--- config.mk ---
export PLATFORM = sky130hd
export DESIGN_NAME = q_encoded_word_decoder
export DESIGN_NICKNAME = d
export VERILOG_FILES = /design/src/sv/qewd_pkg.sv /design/src/sv/qewd_ram.sv /design/src/sv/qewd_scan.sv /design/src/sv/q_encoded_word_decoder.sv
export VERILOG_INCLUDE_DIRS = /design/src /design/src/sv
export SDC_FILE = /design/constraint.sdc
export NUM_CORES = 1
export LEC_CHECK = 0
export BUFFER_PORTS_ARGS = -buffer_cell sky130_fd_sc_hd__buf_2
export CORE_MARGIN = 4
export CORE_UTILIZATION = 50
export CTS_CLUSTER_DIAMETER = 60
export DETAILED_ROUTE_END_ITERATION = 10
export HOLD_SLACK_MARGIN = 0.15
export PLACE_DENSITY = 0.61
export SLEW_MARGIN = 10
export SYNTH_ARGS = -nofsm -noshare
export SYNTH_HDL_FRONTEND = slang
export SYNTH_HIERARCHICAL = 1
export SYNTH_SLANG_ARGS = --single-unit
--- constraint.sdc ---
create_clock -name clk -period 5.05 [get_ports clk]
set_clock_uncertainty 0.1 [all_clocks]
set_input_delay 0.2525 -clock clk [delete_from_list [all_inputs] [get_ports clk]]
set_output_delay 0.2525 -clock clk [all_outputs]
set_load 0.01 [all_outputs]
--- src/sv/q_encoded_word_decoder_macros.svh ---
// ----------------------------------------------------------------------------
// Q-encoded word decoder assertion macros
// Clocked assertion wrappers used by the decoder's top-level RTL file.
// ----------------------------------------------------------------------------
`ifndef Q_ENCODED_WORD_DECODER_MACROS_SVH
`define Q_ENCODED_WORD_DECODER_MACROS_SVH

// check on every rising edge outside reset
`define QEWD_ASSERT(lbl, prop, msg) \
  lbl: assert property (@(posedge clk) disable iff (!rst_n) prop) else $error(msg);

// check on every rising edge, reset included
`define QEWD_ASSERT_ALWAYS(lbl, prop, msg) \
  lbl: assert property (@(posedge clk) prop) else $error(msg);

`endif

--- src/sv/qewd_pkg.sv ---
// ----------------------------------------------------------------------------
// Q-encoded word decoder package
// Character codes, scanner phases, step result type and helper functions.
// ----------------------------------------------------------------------------
package qewd_pkg;

  localparam int QEWD_MAX_CHARSET = 32;

  localparam logic [7:0] CH_EQ = 8'h3D;  // '='
  localparam logic [7:0] CH_QM = 8'h3F;  // '?'
  localparam logic [7:0] CH_Q  = 8'h51;  // 'Q'
  localparam logic [7:0] CH_US = 8'h5F;  // '_'
  localparam logic [7:0] CH_SP = 8'h20;  // ' '

  typedef enum logic [2:0] {
    PH_IDLE = 3'd0,
    PH_EQ   = 3'd1,
    PH_HEX  = 3'd2,
    PH_CSET = 3'd3,
    PH_ENC  = 3'd4,
    PH_Q    = 3'd5,
    PH_END  = 3'd6
  } phase_t;

  typedef enum logic [1:0] {
    ACT_CONSUME = 2'd0,
    ACT_HOLD    = 2'd1,
    ACT_FAIL    = 2'd2
  } act_t;

  typedef struct packed {
    act_t        act;
    phase_t      phase;
    logic        emit;
    logic [7:0]  emit_byte;
    logic        in_word;
    logic        skip;
    logic        hi_ld;
    logic [3:0]  hi;
  } scan_res_t;

  // {valid, nibble}
  function automatic logic [4:0] hex_decode(input logic [7:0] c);
    logic [7:0] d;
    begin
      d = 8'd0;
      if (c >= 8'h30 && c <= 8'h39) begin
        d = c - 8'h30;
        return {1'b1, d[3:0]};
      end else if (c >= 8'h41 && c <= 8'h46) begin
        d = c - 8'd55;
        return {1'b1, d[3:0]};
      end else if (c >= 8'h61 && c <= 8'h66) begin
        d = c - 8'd87;
        return {1'b1, d[3:0]};
      end
      return 5'd0;
    end
  endfunction

  // first held byte of an undecided sequence
  function automatic logic [7:0] fail_byte(input phase_t ph);
    return (ph == PH_END) ? CH_QM : CH_EQ;
  endfunction

endpackage

--- src/sv/qewd_ram.sv ---
// ----------------------------------------------------------------------------
// Generic RAM
// One write port and one read port with registered read data.
// ----------------------------------------------------------------------------
module qewd_ram #(
  parameter int WIDTH = 8,
  parameter int DEPTH = 64
) (
  input  logic                     clk,
  input  logic                     wr_en,
  input  logic [$clog2(DEPTH)-1:0] wr_addr,
  input  logic [WIDTH-1:0]         wr_data,
  input  logic [$clog2(DEPTH)-1:0] rd_addr,
  output logic [WIDTH-1:0]         rd_data
);

  logic [WIDTH-1:0] mem [DEPTH];

  always_ff @(posedge clk) begin
    if (wr_en) begin
      mem[wr_addr] <= wr_data;
    end
    rd_data <= mem[rd_addr];
  end

endmodule

--- src/sv/qewd_scan.sv ---
// ----------------------------------------------------------------------------
// Q-encoded word decoder scan step
// Decides the action for one scanned byte in the current scanner phase.
// ----------------------------------------------------------------------------
module qewd_scan import qewd_pkg::*; #(
  parameter int MAX_CHARSET = QEWD_MAX_CHARSET,
  parameter int CNT_W       = 6
) (
  input  phase_t           phase_i,
  input  logic [7:0]       c_i,
  input  logic             in_word_i,
  input  logic             skip_i,
  input  logic [3:0]       hi_i,
  input  logic [CNT_W-1:0] pend_cnt_i,
  output scan_res_t        res_o
);

  localparam logic [CNT_W-1:0] HOLD_LIM = CNT_W'(MAX_CHARSET + 2);

  logic [4:0] hex;
  logic       fail;

  assign hex = hex_decode(c_i);

  always_comb begin
    res_o           = '0;
    res_o.act       = ACT_CONSUME;
    res_o.phase     = phase_i;
    res_o.emit_byte = c_i;
    res_o.in_word   = in_word_i;
    res_o.skip      = skip_i;
    res_o.hi        = hex[3:0];
    fail            = 1'b0;
    unique case (phase_i)
      PH_IDLE: begin
        res_o.skip = 1'b0;
        priority if (skip_i && c_i == CH_SP) begin
          res_o.act = ACT_CONSUME;
        end else if (c_i == CH_EQ) begin
          res_o.act   = ACT_HOLD;
          res_o.phase = PH_EQ;
        end else if (c_i == CH_QM && in_word_i) begin
          res_o.act   = ACT_HOLD;
          res_o.phase = PH_END;
        end else if (c_i == CH_US && in_word_i) begin
          res_o.emit      = 1'b1;
          res_o.emit_byte = CH_SP;
        end else begin
          res_o.emit = 1'b1;
        end
      end
      PH_EQ: begin
        priority if (c_i == CH_QM) begin
          res_o.act   = ACT_HOLD;
          res_o.phase = PH_CSET;
        end else if (hex[4]) begin
          res_o.act   = ACT_HOLD;
          res_o.phase = PH_HEX;
          res_o.hi_ld = 1'b1;
        end else begin
          fail = 1'b1;
        end
      end
      PH_HEX: begin
        if (hex[4]) begin
          res_o.emit      = 1'b1;
          res_o.emit_byte = {hi_i, hex[3:0]};
          res_o.phase     = PH_IDLE;
        end else begin
          fail = 1'b1;
        end
      end
      PH_CSET: begin
        priority if (c_i == CH_QM) begin
          res_o.act   = ACT_HOLD;
          res_o.phase = PH_ENC;
        end else if (pend_cnt_i < HOLD_LIM) begin
          res_o.act = ACT_HOLD;
        end else begin
          fail = 1'b1;
        end
      end
      PH_ENC: begin
        if (c_i == CH_Q) begin
          res_o.act   = ACT_HOLD;
          res_o.phase = PH_Q;
        end else begin
          fail = 1'b1;
        end
      end
      PH_Q: begin
        if (c_i == CH_QM) begin
          res_o.in_word = 1'b1;
          res_o.phase   = PH_IDLE;
        end else begin
          fail = 1'b1;
        end
      end
      PH_END: begin
        if (c_i == CH_EQ) begin
          res_o.in_word = 1'b0;
          res_o.skip    = 1'b1;
          res_o.phase   = PH_IDLE;
        end else begin
          fail = 1'b1;
        end
      end
      default: begin
        fail = 1'b1;
      end
    endcase
    if (fail) begin
      res_o.act       = ACT_FAIL;
      res_o.phase     = PH_IDLE;
      res_o.emit      = 1'b1;
      res_o.emit_byte = fail_byte(phase_i);
      res_o.hi_ld     = 1'b0;
    end
  end

endmodule

--- src/sv/q_encoded_word_decoder.sv ---
// ----------------------------------------------------------------------------
// Q-encoded word decoder
// Streaming decoder for header text with Q-encoded words and hex escapes.
// ----------------------------------------------------------------------------
// Takes one text byte per transfer and returns its decoded bytes, one per
// result transfer. Every accepted byte is written to a circular byte buffer;
// a single scan unit then walks the buffer, reading each scanned byte from
// RAM and then executing on it. An item passes through an accept step, a
// read and an execute step per byte scanned, then closes with an empty read
// and the flush. A failed opener or escape releases its first byte and
// rescans the rest; a failed opener holds up to MAX_CHARSET + 4 bytes, and a
// sequence that fails again inside that rescan is rescanned in turn. At end
// of text each held sequence is released by force and then rescanned. A
// result that is due while the result channel stalls holds the scan. The
// block takes no new byte until the current one is fully scanned. Each
// result is held back until the next one is found or the item closes, so
// that the final result of a text can carry out_last; a text byte with
// is_last set that yields nothing returns one result with out_valid low.
`include "q_encoded_word_decoder_macros.svh"

module q_encoded_word_decoder import qewd_pkg::*; #(
  parameter int MAX_CHARSET = QEWD_MAX_CHARSET
) (
  input  logic       clk,
  input  logic       rst_n,
  input  logic       in_valid,
  output logic       in_stall,
  input  logic [7:0] in_byte,
  input  logic       in_is_last,
  output logic       out_rvalid,
  input  logic       out_stall,
  output logic [7:0] out_byte,
  output logic       out_valid,
  output logic       out_last
);

  localparam int PEND_DEPTH = MAX_CHARSET + 4;
  localparam int BUF_DEPTH  = 1 << $clog2(MAX_CHARSET + 6);
  localparam int PTR_W      = $clog2(BUF_DEPTH);
  localparam logic [PTR_W-1:0] PEND_LIM = PTR_W'(PEND_DEPTH);
  localparam logic [PTR_W-1:0] FILL_LIM = PTR_W'(PEND_DEPTH + 1);

  typedef enum logic [3:0] {
    SQ_IDLE  = 4'b0001,
    SQ_READ  = 4'b0010,
    SQ_EXEC  = 4'b0100,
    SQ_FLUSH = 4'b1000
  } seq_t;

  seq_t             seq_r, seq_nxt;
  phase_t           phase_r, phase_nxt;
  logic             in_word_r, in_word_nxt;
  logic             skip_r, skip_nxt;
  logic             last_r, last_nxt;
  logic [PTR_W-1:0] h_r, h_nxt;
  logic [PTR_W-1:0] s_r, s_nxt;
  logic [PTR_W-1:0] t_r, t_nxt;
  logic [3:0]       hi_r, hi_nxt;
  logic             hb_vld_r, hb_vld_nxt;
  logic [7:0]       hb_byte_r, hb_byte_nxt;
  logic             out_rvalid_r, out_rvalid_nxt;
  logic [7:0]       out_byte_r, out_byte_nxt;
  logic             out_flag_r, out_flag_nxt;
  logic             out_last_r, out_last_nxt;

  logic             wr_en;
  logic [7:0]       rd_data;
  logic [PTR_W-1:0] pend_cnt;
  logic             out_free;
  logic             emit;
  logic [7:0]       emit_byte;
  scan_res_t        res;

  assign in_stall   = (seq_r != SQ_IDLE);
  assign out_rvalid = out_rvalid_r;
  assign out_byte   = out_byte_r;
  assign out_valid  = out_flag_r;
  assign out_last   = out_last_r;
  assign out_free   = !out_rvalid_r || !out_stall;
  assign pend_cnt   = s_r - h_r;

  qewd_ram #(
    .WIDTH (8),
    .DEPTH (BUF_DEPTH)
  ) u_buf (
    .clk     (clk),
    .wr_en   (wr_en),
    .wr_addr (t_r),
    .wr_data (in_byte),
    .rd_addr (s_r),
    .rd_data (rd_data)
  );

  qewd_scan #(
    .MAX_CHARSET (MAX_CHARSET),
    .CNT_W       (PTR_W)
  ) u_scan (
    .phase_i    (phase_r),
    .c_i        (rd_data),
    .in_word_i  (in_word_r),
    .skip_i     (skip_r),
    .hi_i       (hi_r),
    .pend_cnt_i (pend_cnt),
    .res_o      (res)
  );

  always_comb begin
    seq_nxt        = seq_r;
    phase_nxt      = phase_r;
    in_word_nxt    = in_word_r;
    skip_nxt       = skip_r;
    last_nxt       = last_r;
    h_nxt          = h_r;
    s_nxt          = s_r;
    t_nxt          = t_r;
    hi_nxt         = hi_r;
    hb_vld_nxt     = hb_vld_r;
    hb_byte_nxt    = hb_byte_r;
    out_rvalid_nxt = out_rvalid_r && out_stall;
    out_byte_nxt   = out_byte_r;
    out_flag_nxt   = out_flag_r;
    out_last_nxt   = out_last_r;
    wr_en          = 1'b0;
    emit           = 1'b0;
    emit_byte      = 8'd0;

    unique case (seq_r)
      SQ_IDLE: begin
        if (in_valid) begin
          wr_en    = 1'b1;
          t_nxt    = t_r + PTR_W'(1);
          last_nxt = in_is_last;
          seq_nxt  = SQ_READ;
        end
      end
      SQ_READ: begin
        priority if (s_r != t_r) begin
          seq_nxt = SQ_EXEC;
        end else if (last_r && phase_r != PH_IDLE) begin
          // end of text: release the held sequence and rescan it
          if (out_free) begin
            emit      = 1'b1;
            emit_byte = fail_byte(phase_r);
            h_nxt     = h_r + PTR_W'(1);
            s_nxt     = h_r + PTR_W'(1);
            phase_nxt = PH_IDLE;
          end
        end else begin
          seq_nxt = SQ_FLUSH;
        end
      end
      SQ_EXEC: begin
        if (out_free) begin
          emit        = res.emit;
          emit_byte   = res.emit_byte;
          phase_nxt   = res.phase;
          in_word_nxt = res.in_word;
          skip_nxt    = res.skip;
          if (res.hi_ld) begin
            hi_nxt = res.hi;
          end
          unique case (res.act)
            ACT_CONSUME: begin
              s_nxt = s_r + PTR_W'(1);
              h_nxt = s_r + PTR_W'(1);
            end
            ACT_HOLD: begin
              s_nxt = s_r + PTR_W'(1);
            end
            ACT_FAIL: begin
              h_nxt = h_r + PTR_W'(1);
              s_nxt = h_r + PTR_W'(1);
            end
            default: begin
              s_nxt = s_r;
            end
          endcase
          seq_nxt = SQ_READ;
        end
      end
      SQ_FLUSH: begin
        if (out_free) begin
          if (last_r || hb_vld_r) begin
            out_rvalid_nxt = 1'b1;
            out_byte_nxt   = hb_vld_r ? hb_byte_r : 8'd0;
            out_flag_nxt   = hb_vld_r;
            out_last_nxt   = last_r;
          end
          if (last_r) begin
            in_word_nxt = 1'b0;
            skip_nxt    = 1'b0;
          end
          hb_vld_nxt = 1'b0;
          seq_nxt    = SQ_IDLE;
        end
      end
      default: begin
        seq_nxt = SQ_IDLE;
      end
    endcase

    // hold back one result so the final one can be marked
    if (emit) begin
      if (hb_vld_r) begin
        out_rvalid_nxt = 1'b1;
        out_byte_nxt   = hb_byte_r;
        out_flag_nxt   = 1'b1;
        out_last_nxt   = 1'b0;
      end
      hb_vld_nxt  = 1'b1;
      hb_byte_nxt = emit_byte;
    end
  end

  always_ff @(posedge clk) begin
    if (!rst_n) begin
      seq_r        <= SQ_IDLE;
      phase_r      <= PH_IDLE;
      in_word_r    <= 1'b0;
      skip_r       <= 1'b0;
      last_r       <= 1'b0;
      h_r          <= '0;
      s_r          <= '0;
      t_r          <= '0;
      hb_vld_r     <= 1'b0;
      out_rvalid_r <= 1'b0;
    end else begin
      seq_r        <= seq_nxt;
      phase_r      <= phase_nxt;
      in_word_r    <= in_word_nxt;
      skip_r       <= skip_nxt;
      last_r       <= last_nxt;
      h_r          <= h_nxt;
      s_r          <= s_nxt;
      t_r          <= t_nxt;
      hb_vld_r     <= hb_vld_nxt;
      out_rvalid_r <= out_rvalid_nxt;
    end
  end

  always_ff @(posedge clk) begin
    hi_r       <= hi_nxt;
    hb_byte_r  <= hb_byte_nxt;
    out_byte_r <= out_byte_nxt;
    out_flag_r <= out_flag_nxt;
    out_last_r <= out_last_nxt;
  end

  `QEWD_ASSERT(a_pend_bound, (pend_cnt <= PEND_LIM), "held sequence exceeds its bound")
  `QEWD_ASSERT(a_fill_bound, ((t_r - h_r) <= FILL_LIM), "byte buffer overrun")
  `QEWD_ASSERT(a_idle_empty, (phase_r == PH_IDLE) |-> (h_r == s_r), "bytes held in idle phase")
  `QEWD_ASSERT(a_text_end, (seq_r == SQ_FLUSH && last_r && out_free) |=> (!in_word_r && !skip_r && phase_r == PH_IDLE), "text end left state behind")
  `QEWD_ASSERT_ALWAYS(a_reset_idle, (!rst_n) |=> (seq_r == SQ_IDLE && !hb_vld_r), "sequencer not idle after reset")

endmodule

==> summary.md <==
| Metric | Value |
|---|---|
| Psw | `2.534 mW` |
| Fillcell total | `3549` |
| Nets | `1478` |
| DIE AREA | `51460 sq um` |
| VDD IR max | `0.2625 mV` |
| Clock sinks | `572` |
| CTS clock-pin slew for the worst setup and hold paths | `0.06 ns` |
| Total CTS buffers | `59` |
| Uppermost layer routed | `met4` |
| Number of global-route vias before repair | `12690` |
| Synth warnings | `6` |
| CTS root buffer | `clkbuf_16` |
| Mean routed wirelength per cell | `25.94 um` |
| Final RePlAce weighted congestion | `0.9026` |
| Fin crit period | `4.433 ns` |
| Hold-fix buffers at CTS | `6` |
| Initial antenna violation count | `1` |
| Vias | `13040` |
| Flop pwr share | `0.502` |
| Critical Path Sink Type | `flop` |
| DRT Wirelength | `54390 um` |
| Hold Path Class | `input pin to flop` |
| GRT Util Overall | `0.2131` |
| Endpoints failing hold | `0` |
| Vert. Die Dim | `226.9 um` |
| CTS tree | `yes` |
| Global-route wire length before repair | `81970 um` |
| Post-route ant nets | `0` |
| Syn Area/Cell | `16.83 sq um` |
| I/O pins | `25` |
| Worst Max-Slew Pin Slew | `1.197 ns` |
| RSZ-0062 raised after global routing | `no` |
| Combinational share of power | `0.107` |
| Final Instance Area | `26480 sq um` |
| Type of origin of the critical path | `flop` |
| Hpwl dp | `32850 um` |
| Row Count | `79` |
| DR DRC count | `0` |
| Overflow after GRT | `0` |
| MaxCap Viol Count | `0` |
| Power Dens Cells | `407.5 nW/um^2` |
| Final setup fails | `0` |
| Metal-1 WL | `23530 um` |
| Metal2 WL | `25840 um` |
| Critical path class | `flop to flop` |
| Commonest cells after routing, fill and taps aside | `edfxtp_1 (524), mux4_2 (124), nor2_1 (110)` |
| Syn nets | `1448` |
| Die width | `226.9 um` |
| Sw Ratio | `0.2349` |
| Fin. max-slew vios | `0` |
| Leakage Power | `8.169 nW` |
| Worst hold slack | `0.2003 ns` |
| Vias per inst | `6.217` |
| CP max FO | `25` |
| Met3 WL | `3664 um` |
| Tcrit/Tclk final | `0.8779` |
| Core area | `46950 sq um` |
| Commonest non-fill, non-tap cell in the layout | `edfxtp_1` |
| H-tree levels | `2` |
| Final core occ | `0.5640` |
| Clock Power Share | `0.391` |
| IO Port Bufs | `24` |
| Status | `completed` |
| Largest net degree at the start of global routing | `114` |
| Post-synthesis cell area | `23950 sq um` |
| Peak Freq | `0.2256 GHz` |
| Starting Density | `0.5101` |
| Int Pwr | `8.255 mW` |
| Area added between synthesis and finish | `10.57%` |
| CP arrival | `4.80 ns` |
| Post-placement cell area | `24570 sq um` |
| Worst relative slew slack | `0.2021` |
| Post-cts resize count | `0` |
| Setup TNS | `0 ns` |
| Post-CTS Setup Inserts | `0` |
| Critical path data required time | `5.42 ns` |
| Ratio of cells with drive above 1 in the final layout | `0.1893` |
| Diode count | `0` |
| Pre-antenna DRT Iters | `7` |
| Iteration-0 DRC Markers | `1380` |
| Clock buffer depth | `3` |
| Clk Latency, worst-skew pair | `0.62 ns` |
| Synthesized netlist cell count | `1423` |
[flip-flops by register name, summed over array words and instances, names as in the netlist]
register	count
out_valid	1
hi_r	4
out_last	1
in_word_r	1
h_r	6
hb_vld_r	1
hb_byte_r	8
s_r	6
t_r	6
out_byte	8
seq_r	4
last_r	1
u_buf/mem	512
phase_r	3
u_buf/rd_data	8
skip_r	1
out_rvalid	1
[power groups by stage]
stage | combinational (mW) | sequential [mW] | clock, mW
6_report | 1.16 | 5.42 | 4.21
5_1_grt | 1.26 | 5.43 | 4.51
4_1_cts | 1.17 | 5.42 | 4.30
3_5_place_dp | 1.15 | 5.52 | 0
3_3_place_gp | 1.14 | 5.52 | 0
2_1_floorplan | 0.906 | 5.41 | 0
[critical path, stage by stage, from the launching register on]
cell and delay, ns:
dfxtp_4 0.63, inv_1 0.12, ha_1 0.24, fa_1 0.40, o21ai_0 0.19, a21oi_1 0.10
xnor2_1 0.13, o41ai_1 0.72, or3_1 0.23, a32oi_1 0.13, a211o_2 0.34, nand2_1 0.07
mux2_2 0.14, nor3_1 0.04, o211ai_1 0.50, a22oi_1 0.20
[per-layer routing]
metal / vias to the layer above / GRT usage
met4: 0 / 0.06952
li1: 5738 / -
met2: 466 / 0.3319
met1: 6762 / 0.3098
met5: - / 0
met3: 72 / 0.03832
[area by class of cell]
| cell class | count | area, sq um | area share |
|---|---|---|---|
| Clock inverter | 25 | 281.5 | 0.01063 |
| Tap cell | 607 | 759.5 | 0.02868 |
| Timing Repair Buffer | 48 | 340.3 | 0.01285 |
| Sequential cell | 572 | 16700 | 0.6308 |
| Inverter | 19 | 71.32 | 0.002693 |
| Clock buffer | 73 | 1572 | 0.05935 |
| Multi-Input combinational cell | 753 | 6751 | 0.2550 |
[worst paths after layout]
| path | slack (ns) | startpoint | endpoint | cells after the start |
|---|---|---|---|---|
| setup / recovery | 0.62 | s_r[0] | out_byte[0] | 15 |
| hold / removal | 0.20 | in_byte[0] | u_buf/mem[20][0] | 2 |
| setup reg to reg | 0.62 | s_r[0] | out_byte[0] | 15 |
| hold reg to reg | 0.41 | out_byte[6] | out_byte[6] | 2 |
[through the flow]
step | power, mW | instances | worst slack (ns)
after floorplan | 6.313 | 1423 | 1.396
after global placement | 6.662 | 1993 | 0.8201
after global routing | 11.20 | 2097 | 0.4475
after detailed placement | 6.667 | 1993 | 0.6908
final | 10.79 | 2097 | 0.6166
after CTS | 10.89 | 2097 | 0.6478
(Power assumes the default switching activity.)
